--- src/ulrb_pkg.sv ---
// Package with the opcodes, character constants and transaction types of the UART ring buffers.
`default_nettype none
package ulrb_pkg;

  typedef enum logic [2:0] {
    OP_RX_BYTE  = 3'd0,
    OP_READ     = 3'd1,
    OP_LINE_CON = 3'd2,
    OP_FLUSH_RX = 3'd3,
    OP_WRITE_TX = 3'd4,
    OP_TX_EMPTY = 3'd5
  } op_t;

  localparam logic [7:0] CHR_CR  = 8'd13;
  localparam logic [7:0] CHR_LF  = 8'd10;
  localparam logic [7:0] CHR_NUL = 8'd0;
  localparam logic [7:0] LINE_MAX = 8'hFF;

  typedef struct packed {
    logic [2:0] opcode;
    logic [7:0] data;
  } in_item_t;

  typedef struct packed {
    logic       read_valid;
    logic [7:0] read_byte;
    logic       tx_valid;
    logic [7:0] tx_byte;
    logic       tx_enable;
    logic       overflow;
    logic [7:0] lines_waiting;
  } out_item_t;

endpackage
`default_nettype wire

--- src/uart_line_ring_buffers.sv ---
// Latency: an accepted transaction's result is registered in p_res_r, then moves to o_res_r
// when the output stage is free, where the registered ring read data joins it.
// Throughput: one transaction per cycle while in_stall is low; each ring memory is read once and
// written at most once per transaction at the accepting edge.
// Reset: pointers, line count, transmit enable and all valid flags clear on rst_n low;
// the ring memories are not cleared, and only a byte from a written entry reaches the result.
`default_nettype none
module uart_line_ring_buffers #(
  parameter int RX_DEPTH = 64,
  parameter int TX_DEPTH = 64
) (
  input  wire                      clk,
  input  wire                      rst_n,
  input  wire                      in_valid,
  output logic                     in_stall,
  input  wire ulrb_pkg::in_item_t  in_data,
  output logic                     out_valid,
  input  wire                      out_stall,
  output ulrb_pkg::out_item_t      out_data
);

  localparam int RX_AW = (RX_DEPTH > 1) ? $clog2(RX_DEPTH) : 1;
  localparam int TX_AW = (TX_DEPTH > 1) ? $clog2(TX_DEPTH) : 1;
  localparam logic [RX_AW-1:0] RX_LAST = RX_AW'(RX_DEPTH - 1);
  localparam logic [TX_AW-1:0] TX_LAST = TX_AW'(TX_DEPTH - 1);

  logic [7:0] rx_mem [RX_DEPTH];
  logic [7:0] tx_mem [TX_DEPTH];

  logic [RX_AW-1:0] rx_head_r, rx_head_nxt, rx_tail_r, rx_tail_nxt;
  logic [TX_AW-1:0] tx_head_r, tx_head_nxt, tx_tail_r, tx_tail_nxt;
  logic [7:0]       line_cnt_r, line_cnt_nxt;
  logic             tx_flag_r, tx_flag_nxt;

  logic [RX_AW-1:0] rx_head_inc, rx_tail_inc;
  logic [TX_AW-1:0] tx_head_inc, tx_tail_inc;
  logic             rx_wr, tx_wr;
  logic             rv, tv, ovf;

  logic                in_fire, p_move;
  logic                p_valid_r;
  ulrb_pkg::out_item_t p_res_r, o_res_r, o_res_nxt;
  logic [7:0]          rx_rd_r, tx_rd_r;
  logic                o_valid_r;

  assign rx_head_inc = (rx_head_r == RX_LAST) ? '0 : rx_head_r + 1'b1;
  assign rx_tail_inc = (rx_tail_r == RX_LAST) ? '0 : rx_tail_r + 1'b1;
  assign tx_head_inc = (tx_head_r == TX_LAST) ? '0 : tx_head_r + 1'b1;
  assign tx_tail_inc = (tx_tail_r == TX_LAST) ? '0 : tx_tail_r + 1'b1;

  assign p_move   = p_valid_r && (!o_valid_r || !out_stall);
  assign in_stall = p_valid_r && !p_move;
  assign in_fire  = in_valid && !in_stall;

  always_comb begin
    rx_head_nxt  = rx_head_r;
    rx_tail_nxt  = rx_tail_r;
    tx_head_nxt  = tx_head_r;
    tx_tail_nxt  = tx_tail_r;
    line_cnt_nxt = line_cnt_r;
    tx_flag_nxt  = tx_flag_r;
    rx_wr        = 1'b0;
    tx_wr        = 1'b0;
    rv           = 1'b0;
    tv           = 1'b0;
    ovf          = 1'b0;
    if (in_fire) begin
      unique case (in_data.opcode)
        ulrb_pkg::OP_RX_BYTE: begin
          // A full receive ring is discarded wholesale and the byte is lost.
          if (rx_head_inc == rx_tail_r) begin
            rx_head_nxt = rx_tail_r;
            ovf         = 1'b1;
          end else if (in_data.data == ulrb_pkg::CHR_CR) begin
            if (line_cnt_r != ulrb_pkg::LINE_MAX) begin
              line_cnt_nxt = line_cnt_r + 8'd1;
            end
          end else if (in_data.data != ulrb_pkg::CHR_NUL &&
                       in_data.data != ulrb_pkg::CHR_LF) begin
            rx_wr       = 1'b1;
            rx_head_nxt = rx_head_inc;
          end
        end
        ulrb_pkg::OP_READ: begin
          if (rx_tail_r != rx_head_r) begin
            rx_tail_nxt = rx_tail_inc;
            rv          = 1'b1;
          end
        end
        ulrb_pkg::OP_LINE_CON: begin
          if (line_cnt_r != 8'd0) begin
            line_cnt_nxt = line_cnt_r - 8'd1;
          end
        end
        ulrb_pkg::OP_FLUSH_RX: begin
          rx_head_nxt = rx_tail_r;
        end
        ulrb_pkg::OP_WRITE_TX: begin
          tx_head_nxt = tx_head_inc;
          tx_wr       = 1'b1;
          tx_flag_nxt = 1'b1;
        end
        ulrb_pkg::OP_TX_EMPTY: begin
          if (tx_tail_r != tx_head_r) begin
            tx_tail_nxt = tx_tail_inc;
            tv          = 1'b1;
          end else begin
            tx_flag_nxt = 1'b0;
          end
        end
        default: begin
        end
      endcase
    end
  end

  always_ff @(posedge clk) begin
    if (!rst_n) begin
      rx_head_r  <= '0;
      rx_tail_r  <= '0;
      tx_head_r  <= '0;
      tx_tail_r  <= '0;
      line_cnt_r <= '0;
      tx_flag_r  <= 1'b0;
    end else begin
      rx_head_r  <= rx_head_nxt;
      rx_tail_r  <= rx_tail_nxt;
      tx_head_r  <= tx_head_nxt;
      tx_tail_r  <= tx_tail_nxt;
      line_cnt_r <= line_cnt_nxt;
      tx_flag_r  <= tx_flag_nxt;
    end
  end

  // The entry at the head is the newest, so a pop reads the slot after the tail.
  always_ff @(posedge clk) begin
    if (rx_wr) begin
      rx_mem[rx_head_inc] <= in_data.data;
    end
    if (in_fire) begin
      rx_rd_r <= rx_mem[rx_tail_inc];
    end
  end

  always_ff @(posedge clk) begin
    if (tx_wr) begin
      tx_mem[tx_head_inc] <= in_data.data;
    end
    if (in_fire) begin
      tx_rd_r <= tx_mem[tx_tail_inc];
    end
  end

  always_ff @(posedge clk) begin
    if (!rst_n) begin
      p_valid_r <= 1'b0;
    end else if (in_fire) begin
      p_valid_r <= 1'b1;
    end else if (p_move) begin
      p_valid_r <= 1'b0;
    end
  end

  always_ff @(posedge clk) begin
    if (in_fire) begin
      p_res_r.read_valid    <= rv;
      p_res_r.read_byte     <= '0;
      p_res_r.tx_valid      <= tv;
      p_res_r.tx_byte       <= '0;
      p_res_r.tx_enable     <= tx_flag_nxt;
      p_res_r.overflow      <= ovf;
      p_res_r.lines_waiting <= line_cnt_nxt;
    end
  end

  always_ff @(posedge clk) begin
    if (!rst_n) begin
      o_valid_r <= 1'b0;
    end else if (p_move) begin
      o_valid_r <= 1'b1;
    end else if (!out_stall) begin
      o_valid_r <= 1'b0;
    end
  end

  always_comb begin
    o_res_nxt           = p_res_r;
    o_res_nxt.read_byte = p_res_r.read_valid ? rx_rd_r : 8'd0;
    o_res_nxt.tx_byte   = p_res_r.tx_valid ? tx_rd_r : 8'd0;
  end

  always_ff @(posedge clk) begin
    if (p_move) begin
      o_res_r <= o_res_nxt;
    end
  end

  assign out_valid = o_valid_r;
  assign out_data  = o_res_r;

endmodule
`default_nettype wire

--- config.mk ---
export PLATFORM = sky130hd
export DESIGN_NAME = uart_line_ring_buffers
export DESIGN_NICKNAME = d
export VERILOG_FILES = /design/src/ulrb_pkg.sv /design/src/uart_line_ring_buffers.sv
export SDC_FILE = /design/constraint.sdc
export NUM_CORES = 1
export LEC_CHECK = 0
export BUFFER_PORTS_ARGS = -buffer_cell sky130_fd_sc_hd__clkbuf_2
export CAP_MARGIN = 20
export CORE_MARGIN = 2
export CORE_UTILIZATION = 50
export DETAILED_ROUTE_END_ITERATION = 7
export HOLD_SLACK_MARGIN = 0.12
export PLACE_DENSITY = 0.65
export SETUP_SLACK_MARGIN = 0.3
export SLEW_MARGIN = 20
export SYNTH_ARGS = -nofsm -noshare
export SYNTH_HDL_FRONTEND = slang
export SYNTH_SLANG_ARGS = --single-unit
--- constraint.sdc ---
create_clock -name clk -period 4.35 [get_ports clk]
set_input_delay 0.6525 -clock clk [delete_from_list [all_inputs] [get_ports clk]]
set_output_delay 0.6525 -clock clk [all_outputs]
set_load 0.1 [all_outputs]
# ---- Yosys cells after proc, flatten, opt, wreduce, memory -nomap -nowiden
# Memory sizes are Yosys's and may differ from the RTL's. A register that Yosys moved wholly into a read port is not among the register bits.
# Index checks and enable logic that the tools add are counted.
dict set report word_totals {
  n_memories 2
  register_bits 75
  out_inout_bits 30
  elab_cells 99
  mem_bits_rw 1024
}
dict set report op_classes {
  reduce_logical 18
  muxes 35
  n_addsub 6
  n_eq_ne 18
}
# memory words word_bits rd rd_ports_with_merged_regs write_ports line
set mem_list {}
lappend mem_list {rx_mem 64 8 1 1 1 uart_line_ring_buffers.sv:27} ;# logic [7:0] rx_mem [RX_DEPTH];
lappend mem_list {tx_mem 64 8 1 1 1 uart_line_ring_buffers.sv:28} ;# logic [7:0] tx_mem [TX_DEPTH];
# op count
set ops {}
lappend ops {{2-to-1 mux 6 bit} 7}
lappend ops {{2-to-1 mux 8 bit} 5}
lappend ops {{adder 6 x 1 -> 6 bit (second input constant)} 4}
lappend ops {{equality test 6 bit (second input constant)} 4}
lappend ops {{2-to-1 mux 1 bit} 20}
lappend ops {{one-hot mux 8 bit (2 select lines)} 1}
lappend ops {{nonzero test 8 bit} 2}
lappend ops {{!= test 6 bit} 2}
lappend ops {{one-hot mux 6 bit (2 select lines)} 1}
lappend ops {{adder 8 x 1 -> 8 bit (second input constant)} 1}
lappend ops {{equality test 8 x 4 -> 1 bit (second input constant)} 1}
lappend ops {{!= test 8 x 4 -> 1 bit (second input constant)} 1}
lappend ops {{!= test 8 bit (second input constant)} 1}
lappend ops {{subtractor 8 x 1 -> 8 bit (second input constant)} 1}
lappend ops {{equality test 3 x 2 -> 1 bit (second input constant)} 2}
lappend ops {{equality test 3 bit (second input constant)} 2}
lappend ops {{equality test 6 bit} 1}
lappend ops {{!= test 3 bit (second input constant)} 2}
lappend ops {{AND reduction 3 bit} 2}
lappend ops {{logical AND 1 bit} 4}
lappend ops {{logical NOT 1 bit} 4}
lappend ops {{AND reduction 4 bit} 1}
lappend ops {{nonzero test 2 bit} 2}
lappend ops {{equality test 3 x 1 -> 1 bit (second input constant)} 1}
lappend ops {{other kinds (5)} 5}

# ---- Logic depth before layout (Yosys ltp)
# Gate-level depths: netlist of run 1.
dict set report depth {
  depth_word 10
  mapped_depth 12
}

# ---- Least setup slack after synthesis of run 1
# No wires, ideal clock.
dict set report synth_timing {
  kind {reg-to-reg}
  from {reg o_valid_r, in the netlist out_valid}
  to {mem tx_mem[3][0] (enable)}
  setup_time_ns 0.371
  arrival_time_ns 3.272
  period_less_slack_ns 3.643
  path_slack_ns 0.707
  path_stages_with_launch 10
  path_cell_list {dfxtp_1 and3_1 nor2b_1 clkbuf_1 nand2_1 or2_1 clkbuf_1 nor3_1 nand3_1 nor2_1}
}
dict set report synth_via {
  elab_chain_len 10
}
# item line
set synth_rtl {}
lappend synth_rtl {{start, declared} uart_line_ring_buffers.sv:44} ;# logic o_valid_r;
lappend synth_rtl {{start signal, assigned} uart_line_ring_buffers.sv:178} ;# o_valid_r <= 1'b0;
lappend synth_rtl {{start signal, assigned} uart_line_ring_buffers.sv:180} ;# o_valid_r <= 1'b1;
lappend synth_rtl {{start signal, assigned} uart_line_ring_buffers.sv:182} ;# o_valid_r <= 1'b0;
lappend synth_rtl {{logical NOT 1 bit} uart_line_ring_buffers.sv:51} ;# assign p_move = p_valid_r && (!o_valid_r || !out_stall);
lappend synth_rtl {{logical OR 1 bit} uart_line_ring_buffers.sv:51}
lappend synth_rtl {{logical AND 1 bit} uart_line_ring_buffers.sv:51}
lappend synth_rtl {{logical NOT 1 bit} uart_line_ring_buffers.sv:52} ;# assign in_stall = p_valid_r && !p_move;
lappend synth_rtl {{logical AND 1 bit} uart_line_ring_buffers.sv:52}
lappend synth_rtl {{via in_stall} uart_line_ring_buffers.sv:15} ;# output logic in_stall,
lappend synth_rtl {{logical NOT 1 bit} uart_line_ring_buffers.sv:53} ;# assign in_fire = in_valid && !in_stall;
lappend synth_rtl {{logical AND 1 bit} uart_line_ring_buffers.sv:53}
lappend synth_rtl {{2-to-1 mux 1 bit} uart_line_ring_buffers.sv:67} ;# if (in_fire) begin
lappend synth_rtl {{2-to-1 mux 1 bit} uart_line_ring_buffers.sv:146} ;# if (tx_wr) begin
lappend synth_rtl {{2-to-1 mux 1 bit (implied by the code)} uart_line_ring_buffers.sv:147} ;# tx_mem[tx_head_inc] <= in_data.data;
lappend synth_rtl {{end, declared} uart_line_ring_buffers.sv:28}
# The timed path passes the listed nets, and every way through them passes these cells.

# ---- Final worst setup path of run 1
dict set report layout_timing {
  from {reg tx_tail_r[0]}
  to {reg tx_rd_r[4] (read register of tx_mem), data pin}
}
dict set report layout_via {
  elab_chain_len 2
  elab_cells_between_ends 3
}
# item line
set layout_rtl {}
lappend layout_rtl {{start, declared} uart_line_ring_buffers.sv:31} ;# logic [TX_AW-1:0] tx_head_r, tx_head_nxt, tx_tail_r, tx_tail_nxt;
lappend layout_rtl {{start signal, assigned} uart_line_ring_buffers.sv:129} ;# tx_tail_r <= tx_tail_nxt;
lappend layout_rtl {{adder 6 x 1 -> 6 bit / equality test 6 bit (equally long branches)} uart_line_ring_buffers.sv:49} ;# assign tx_tail_inc = (tx_tail_r == TX_LAST) ? '0 : tx_tail_r + 1'b1;
lappend layout_rtl {{2-to-1 mux 6 bit *} uart_line_ring_buffers.sv:49}
lappend layout_rtl {{end, declared} uart_line_ring_buffers.sv:43} ;# logic [7:0] rx_rd_r, tx_rd_r;
# Mark *: on every way between the ends. The rest lies on a longest branch, timed or not.
# A chain may end at the register's enable or synchronous reset.

==> impl.org, run 1 <==
** Logic synthesis
- Synth area leader :: sky130_fd_sc_hd__edfxtp_1
- The cell area that synthesis handed to floorplanning was ~45000 um2.
- The Yosys step of the flow raised 0 warnings.
- By area the synthesized netlist is led by sky130_fd_sc_hd__edfxtp_1, sky130_fd_sc_hd__nand2_1, sky130_fd_sc_hd__nand3_1.
- Synthesis produced roughly 3500 cells.
- Fraction of the yosys area taken by sequential cells :: 73.3%
- Avg Synthesized Cell Area :: 12.8 um2
- Ys async rst share :: 0%
- Number of synthesized flops with an enable pin :: around 1100
- Multiplexer share of the synthesized area :: between 1.5 and 2%
- Syn nets :: about 3600
- Synth Area in Compound Gates :: between 4 and 5%
- Of the total synthesized cell area, the portion taken by full adders, half adders and majority gates is less than 1%.
- By area, the combinational part of the netlist is dominated by simple AND/OR/NAND/NOR gates.
- Seq cells post-synth :: 1115
- Of the post-synthesis cell area, the dominant cell type holds just over 70%.
- Predominant post-synthesis flop cell :: sky130_fd_sc_hd__edfxtp_1
- Xor and xnor fraction of the mapped netlist area :: 0.639%
- In this run, distinct cell masters in the synthesized netlist total 74.
- Share of synthesized cell area in and, or, nand and nor gates :: 17.5%

** CTS
- Clock tree synthesis found a total of between 1000 and 1500 sinks.
- Total setup buffers inserted after CTS :: 0
- CTS H-tree depth :: 3
- Clock-pin slew was measured on the worst setup and hold paths at about 60 ps.
- Hold buffers post-CTS :: 0
- The later pin in the worst-skew pair is clocked with a latency of 710 ps.
- Clock tree from TritonCTS :: built
- Clk buf depth :: 3
- The root buffer cell chosen for the clock tree is sky130_fd_sc_hd__clkbuf_16.
- Counting the buffers created by CTS gives 110.

** Power
- Summed over all cells, the static leakage comes to between 15 and 20 nW.
- Final Total Pwr :: 21.8 mW
- Combinational logic is responsible for ~2.7% of the overall power.
- Across the VDD grid, the largest voltage drop is 0.386 mV.
- Reg power frac :: 54.3%
- Internal power comes to ~17 mW.
- The clock network is responsible for a little over two fifths of the overall power.
- In this run switching power makes up 21.1% of total power.
- For this design the total switching power over the nets is 4.59 mW.
- Cell Pwr Density :: 426 nW/um2

** Placed design
- After legalization and detailed placement, the total HPWL measured roughly 70 mm.
- Placement Setup Slack :: about 570 ps
- Total of buffers placed on input and output ports :: 44
- Placer congestion estimate :: 0.867

** Timing
- Setup violations remaining at the end of the flow were counted as 0.
- Setup repair after global routing left no endpoint under its margin.
- Final critical-path setup slack :: 822 ps
- Of the available clock period, the critical path in the final layout requires between 80% and 90%.
- In this run the tightest slew margin relative to its limit is between 20 and 30%.
- Time the worst path needs with I/O delays and setup :: 3530 ps
- Count of final hold-check violations :: 0
- Worst Hold Slack :: 190 ps
- Highest Clock Rate :: 0.283 GHz
- The final max-slew violation count was 0.
- Slew @ Worst Pin :: approximately 1100 ps
- Maximum clock skew at final layout :: around 28 ps

** Floorplanning
- The initial utilization of the core area, before any placement, comes to about 50%.
- The floorplan has 110 rows.
- Total I/O pin count :: 45
- Die Outline Area :: 92900 um2
- The total area inside the core boundary comes to ~90000 um2.
- Die Width :: approximately 300 um
- Die Span Y :: ~300 um

** Critical path
- Maximum fanout along the worst path :: 73
- At the worst endpoint, the required time is 4770 ps.
- On the worst path, the slowest cell contributes a delay of approximately 520 ps.
- Cell chain of the critical path :: ha_1 > nand2_1 > o21ai_4 > buf_12 > buf_4 > mux2i_1 > a22oi_1 > and4_1 > o21ai_0 > a41oi_1
- Critical Path Source Type :: flop
- Cell with the largest stage delay on the worst path :: sky130_fd_sc_hd__dfxtp_2
- Critical path endpoint category :: flop
- Data on the critical path arrives at its endpoint at between 3000 and 4000 ps.
- Critical setup path kind :: reg2reg

** Cells and area
- Cells with a size suffix above 1 make up a little over a tenth of the layout.
- Relative to the synthesized area, the layout overhead comes to 13.1%.
- Leaving out fill and tap cells, the most frequent cell in the layout is sky130_fd_sc_hd__edfxtp_1.
- Nets :: around 3700
- The library cells used most frequently in the layout, excluding fill and tap cells, are sky130_fd_sc_hd__edfxtp_1, sky130_fd_sc_hd__nand2_1, sky130_fd_sc_hd__nand3_1.

** Global routing
- Wire length of the first global-routing pass :: around 180 mm
- Aggregate global-route resource usage :: roughly a quarter
- Overflow left after global routing :: 0
- Entering global routing, the biggest net connects 129 pins.
- The initial antenna violation count is 3.
- The via count of the first global-routing pass is roughly 27000.

** Job
- Max-cap violations :: 0

** Min path
- The tightest min-delay check is of the in2reg type.

** Detailed routing
- Antenna-violating nets left :: 0
- Final WL :: between 100 and 150 mm
- Remaining DRCs :: 0
- In the routed layout, each cell is associated on average with a via count of 5.86.
- Detailed Routing Iterations Pass 1 :: 6
- In the final routed layout, each cell accounts on average for between 20 and 25 um.
- DRT iter0 DRCs :: 3428
- Overall via count from detail_route :: ~29000

** Outcome
- Result of the run :: finished clean
-- cell families after synthesis --
logic type                 Yosys count
AOI/OAI and AO/OA                  291
xor gates and xnor gates            33
adders and majority gates            7
buffers and inverters              235
DFF                               1115
muxes                               70
and+or+nand+nor                   1792
-- Yosys cell counts (33+ instances only) --
master                        n
sky130_fd_sc_hd__clkbuf_1   140
sky130_fd_sc_hd__a31oi_1     74
sky130_fd_sc_hd__o21ai_0     33
sky130_fd_sc_hd__nand3_1    438
sky130_fd_sc_hd__nor2_1     185
sky130_fd_sc_hd__nand2_1    948
sky130_fd_sc_hd__dfxtp_1     35
sky130_fd_sc_hd__nand4_1     96
sky130_fd_sc_hd__mux2i_1     56
sky130_fd_sc_hd__edfxtp_1  1080
sky130_fd_sc_hd__buf_2       41
-- per-layer routing --
layer / up-vias / global-route usage (%) / part of all wire [%]
li1: 13300 / - / -
met3: 216 / 3.82 / 6.8
met2: 1124 / 41.2 / 48
met1: 14200 / 34.6 / 41
met4: 2 / 8.95 / 3.7
met5: - / 0 / 0.015
-- critical path, delay by kind of cell (launching register included) --
kind                       cells  cell delay (ps)
adders and majority gates      1              380
and+or+nand+nor                2              470
muxes                          1              250
buffers and inverters          2              710
AOI/OAI and AO/OA              4              890
DFF                            1              520
-- worst paths after layout --
check,end,startpoint,depth (start not counted),slack (ps)
hold reg to reg,out_data[8],o_res_nxt[8],0,420
hold / removal,p_valid_r,in_valid,3,190
setup / recovery,tx_rd_r[4],tx_tail_r[0],10,820
setup reg to reg,tx_rd_r[4],tx_tail_r[0],10,820
-- cell type report --
type                    count  area [um2]
fillers                  7224       38700
clock buffers             137        2850
diodes                      1        2.50
inverters                  16        60.1
flip-flops and latches   1115       33100
clock inverters            70         703
multi-input cells        2193       11200
repair buffers            211        1720
well taps                1176        1470
-- power groups by stage --
stage | sequential, mW | combinational, mW | clock (mW)
CTS | 11.8 | 0.590 | 9.49
floorplan | 12.1 | 0.180 | 0
finish | 11.8 | 0.585 | 9.37
detailed placement | 12.1 | 0.590 | 0
global route | 11.8 | 0.623 | 9.94
global placement | 12.1 | 0.585 | 0
-- repair_timing --
item	CTS	global route
hold endpoints to repair	0	0
endpoints found under the setup margin	0	1
resized for setup	0	1
-- through the flow --
stage          utilization [%]  area (um2)  TNS [ps]  instances
2_1_floorplan                -       45200         0       3543
3_3_place_gp              52.9       47600    -26450       4709
3_5_place_dp              53.0       47600         0       4710
4_1_cts                   56.9       51100         0       4917
5_1_grt                   56.9       51200         0       4918
6_report                  56.9       51200         0       4919
-- registers in the layout, indices dropped and copies added, names as in the netlist --
register    flops
line_cnt_r      8
o_res_nxt      12
out_data       28
out_valid       1
p_valid_r       1
rx_head_r       6
rx_mem        512
rx_rd_r         8
rx_tail_r       6
tx_flag_r       1
tx_head_r       6
tx_mem        512
tx_rd_r         8
tx_tail_r       6
No activity file was read; power rests on OpenSTA's default activity.
==> inputs of run 2 (changes only) <==
Clock period 4.35 ns to 3.3 ns, I/O delays scaled along.
==> run 2 against run 1 <==
Net effect:
- sequential power grew 32%
- combinational power increased by 39%
- clock power is 31% higher
- die area is the same
- worst hold slack worse by 19 ps
- register-to-register slack lost 450 ps
- power increased by 32%
- highest routed layer unchanged
- design area is 3.1% higher
==> impl.org, run 2 (synthesized netlist as in run 1, its figures left out) <==
** Outcome
- The run finished with clean final reports.

** Critical path
- Traced cell by cell, the critical path runs through ha_1 > and3_1 > a31oi_4 > buf_12 > buf_12 > buf_12 > nand2_1 > nand3_1 > nand4_1 > a22oi_1 > a32o_1.
- Maximum fanout along the worst path :: 38 (-48%)
- Worst reg2reg startpoint :: rx_tail_r[0]
- Setup slack of the worst register-to-register path :: 370 ps (-450 ps)
- The critical path in this run is classified as reg2reg.
- The worst setup path is launched from a flop.
- The critical path data required time was 3860 ps (-910 ps).
- In this run the worst setup path terminates at rx_rd_r[1].
- The worst setup path is captured at a flop.
- Cell with the largest stage delay on the worst path :: sky130_fd_sc_hd__a22oi_1
- The endpoint identified for the worst register-to-register timing path is rx_rd_r[1].
- Worst path arrival time :: 3490 ps (-460 ps)
- The most numerous cell type found on the critical path is sky130_fd_sc_hd__buf_12.
- The logic depth of the worst register-to-register path came to 11 (+1).
- The critical path starts at rx_tail_r[0].
- The longest individual stage delay on the worst path is 480 ps (-40 ps).

** Placed design
- The total placed cells including tap cells is 4803 (+2.0%).
- HPWL after detailed placement :: 74.0 mm (+3.1%)
- The final weighted congestion of routability-driven global placement was 0.880 (+1.5%).
- The number of port buffers was 44 (unchanged).
- The placed standard-cell area is 48800 um2 (+2.5%).

** Global routing
- Overflow left after global routing :: 0 (unchanged)
- Largest net degree at the start of global routing :: 94 (-27%)
- Aggregate global-route resource usage :: 25.6% (+0.36 points)
- The first-pass GRT wire length came to 178 mm (+1.5%).
- The initial antenna violation count was 4 (+1).
- The via count of the first global-routing pass is 28600 (+3.9%).

** Detailed routing
- Overall via count from detail_route :: 29500 (+2.2%)
- The number of DRC markers after the initial detailed-route iteration was 3074 (-10%).
- The aggregate routed wire length came to 120 mm (+2.4%).
- The per-cell routed wire length was 23.9 um (+0.40%).
- Remaining DRCs :: 0 (unchanged)
- The first-pass iteration count of the detailed router is 5 (-1).
- The via density per instance is 5.87 (+0.17%).
- The count of antenna-violating nets left after detailed routing was 0 (unchanged).

** Cells and area
- The number of nets in the finished design is 3780 (+3.0%).
- The area of all placed cells without fillers came to 52800 um2 (+3.1%).
- Leaving out fill and tap cells, the most frequent cell in the layout is sky130_fd_sc_hd__edfxtp_1.
- Number of standard cells in the layout, taps in and fillers out :: 5018 (+2.0%)
- The fraction of layout cells with a size suffix above 1 was 15.7% (+4.7 points).
- In the layout the commonest cells are sky130_fd_sc_hd__edfxtp_1, sky130_fd_sc_hd__nand2_1, sky130_fd_sc_hd__nand3_1.
- The area growth from synthesis to layout is 16.7%.

** Timing
- The maximum operating frequency came to 0.341 GHz (+20%).
- The final max-slew violation count was 0 (unchanged).
- The clock period minus worst slack was 2930 ps (-598 ps).
- Slew @ Worst Pin :: 1070 ps (-7.88 ps)
- Count of final hold-check violations :: 0 (unchanged)
- Final worst path period share :: 88.8% (+7.7 points)
- The worst slew margin relative to its limit was 28.6% (+0.86 points).
- The total setup violations reported at the end of the flow came to 0 (unchanged).
- RSZ-0062 raised after global routing :: yes
- Maximum clock skew at final layout :: 22.7 ps (-5.48 ps)

** CTS
- The number of buffers on the longest clock path is 3 (unchanged).
- Clock Pin Slew Worst Setup and Hold Paths :: 60 ps (about the same)
- Clock tree from TritonCTS :: built
- The total clock buffers created by CTS came to 110 (unchanged).
- Root cell of the clock tree :: sky130_fd_sc_hd__clkbuf_16
- The clock network latency to the later pin of the worst-skew pair came to 690 ps (-20 ps).
- CTS H-tree depth :: 3 (unchanged)
- The number of sinks driven by the clock tree is 1115 (unchanged).

** Floorplanning
- Initial core utilization :: 50.3% (unchanged)
- The die extent in x came to 305 um (unchanged).
- The row count came to 110 (unchanged).
- Die Outline Area :: 92900 um2 (unchanged)
- The height of the die is 305 um (unchanged).
- CORE AREA :: 89900 um2 (unchanged)
- Total I/O pin count :: 45 (unchanged)

** Power
- Switching pwr :: 5.92 mW (+29%)
- The total power consumption of the routed design is 28.7 mW (+32%).
- Reg power frac :: 54.4% (about the same)
- Int Power :: 22.7 mW (+32%)
- The switching part of the total came to 20.7% (-0.42 points).
- The total power per unit cell area was 543 nW/um2 (+28%).
- Clk pwr share :: 42.8% (-0.2 points)
- The peak supply drop was 0.578 mV (+50%).
- Leakage Power :: 17.7 nW (+4.2%)
- The portion of total power attributed to combinational logic was 2.8% (about the same).

** Min path
- Kind of path behind the tightest hold check :: in2reg

** Job
- The number of violations of the max-capacitance limit is 0 (unchanged).
-- run 2: critical path: cells and delay by family, from the launching register on --
| kind | cells | cell delay [ps] |
|---|---|---|
| simple gates | 4 | 660 |
| compound gates | 3 | 970 |
| buf+inv | 3 | 530 |
| flops | 1 | 310 |
| fa+ha+maj | 1 | 280 |
-- run 2: power by group through the flow --
stage          clock network (mW)  logic (mW)  registers (mW)
2_1_floorplan                   0       0.238            16.0
3_3_place_gp                    0       0.784            15.9
3_5_place_dp                    0       0.794            15.9
4_1_cts                      12.4       0.804            15.6
5_1_grt                      12.9       0.858            15.6
6_report                     12.3       0.811            15.6
-- run 2: stage by stage --
step           setup TNS, ps  hold slack (ps)  setup slack [ps]  util [%]
2_1_floorplan              0              400               216         -
3_3_place_gp         -144200              405              -486      54.3
3_5_place_dp         -155730              405              -543      54.3
4_1_cts                    0              143               295      58.4
5_1_grt                    0              191               202      58.7
6_report                   0              170               370      58.7
-- run 2: final cells by class --
cell class              count  area, um2
diodes                      1       2.50
multi-input cells        2194      11500
clock inverters            64        623
inverters                  16       60.1
clock buffers             131       2850
flip-flops and latches   1115      33100
well taps                1176       1470
repair buffers            321       3100
fillers                  7086      37100
-- run 2: routing by layer --
layer / up-vias / global-route usage, % / part of all wire, %
li1: 13500 / - / -
met4: 4 / 9.68 / 3.9
met1: 14500 / 34.1 / 40
met5: - / 0 / 0.023
met3: 248 / 3.29 / 6.8
met2: 1256 / 43.0 / 49
-- run 2: worst min-delay path by stage --
stage	from	end	slack [ps]	cells past startpoint
after floorplan	o_res_nxt[0]	out_data[0]	400	0
after global placement	o_res_nxt[3]	out_data[3]	400	0
after detailed placement	o_res_nxt[9]	out_data[9]	400	0
after CTS	out_stall	out_valid	140	3
after global routing	out_stall	out_valid	190	3
final	out_stall	out_valid	170	3
-- run 2: what timing repair did --
| item | in CTS | in global routing |
|---|---|---|
| cloned | 2 | 2 |
| hold buffers | 1 | 0 |
| endpoints found under the hold margin | 1 | 0 |
| endpoints found under the setup margin | 234 | 449 |
| pin swaps | 3 | 9 |
| gates resized for setup | 34 | 41 |
| setup buffers | 7 | 6 |
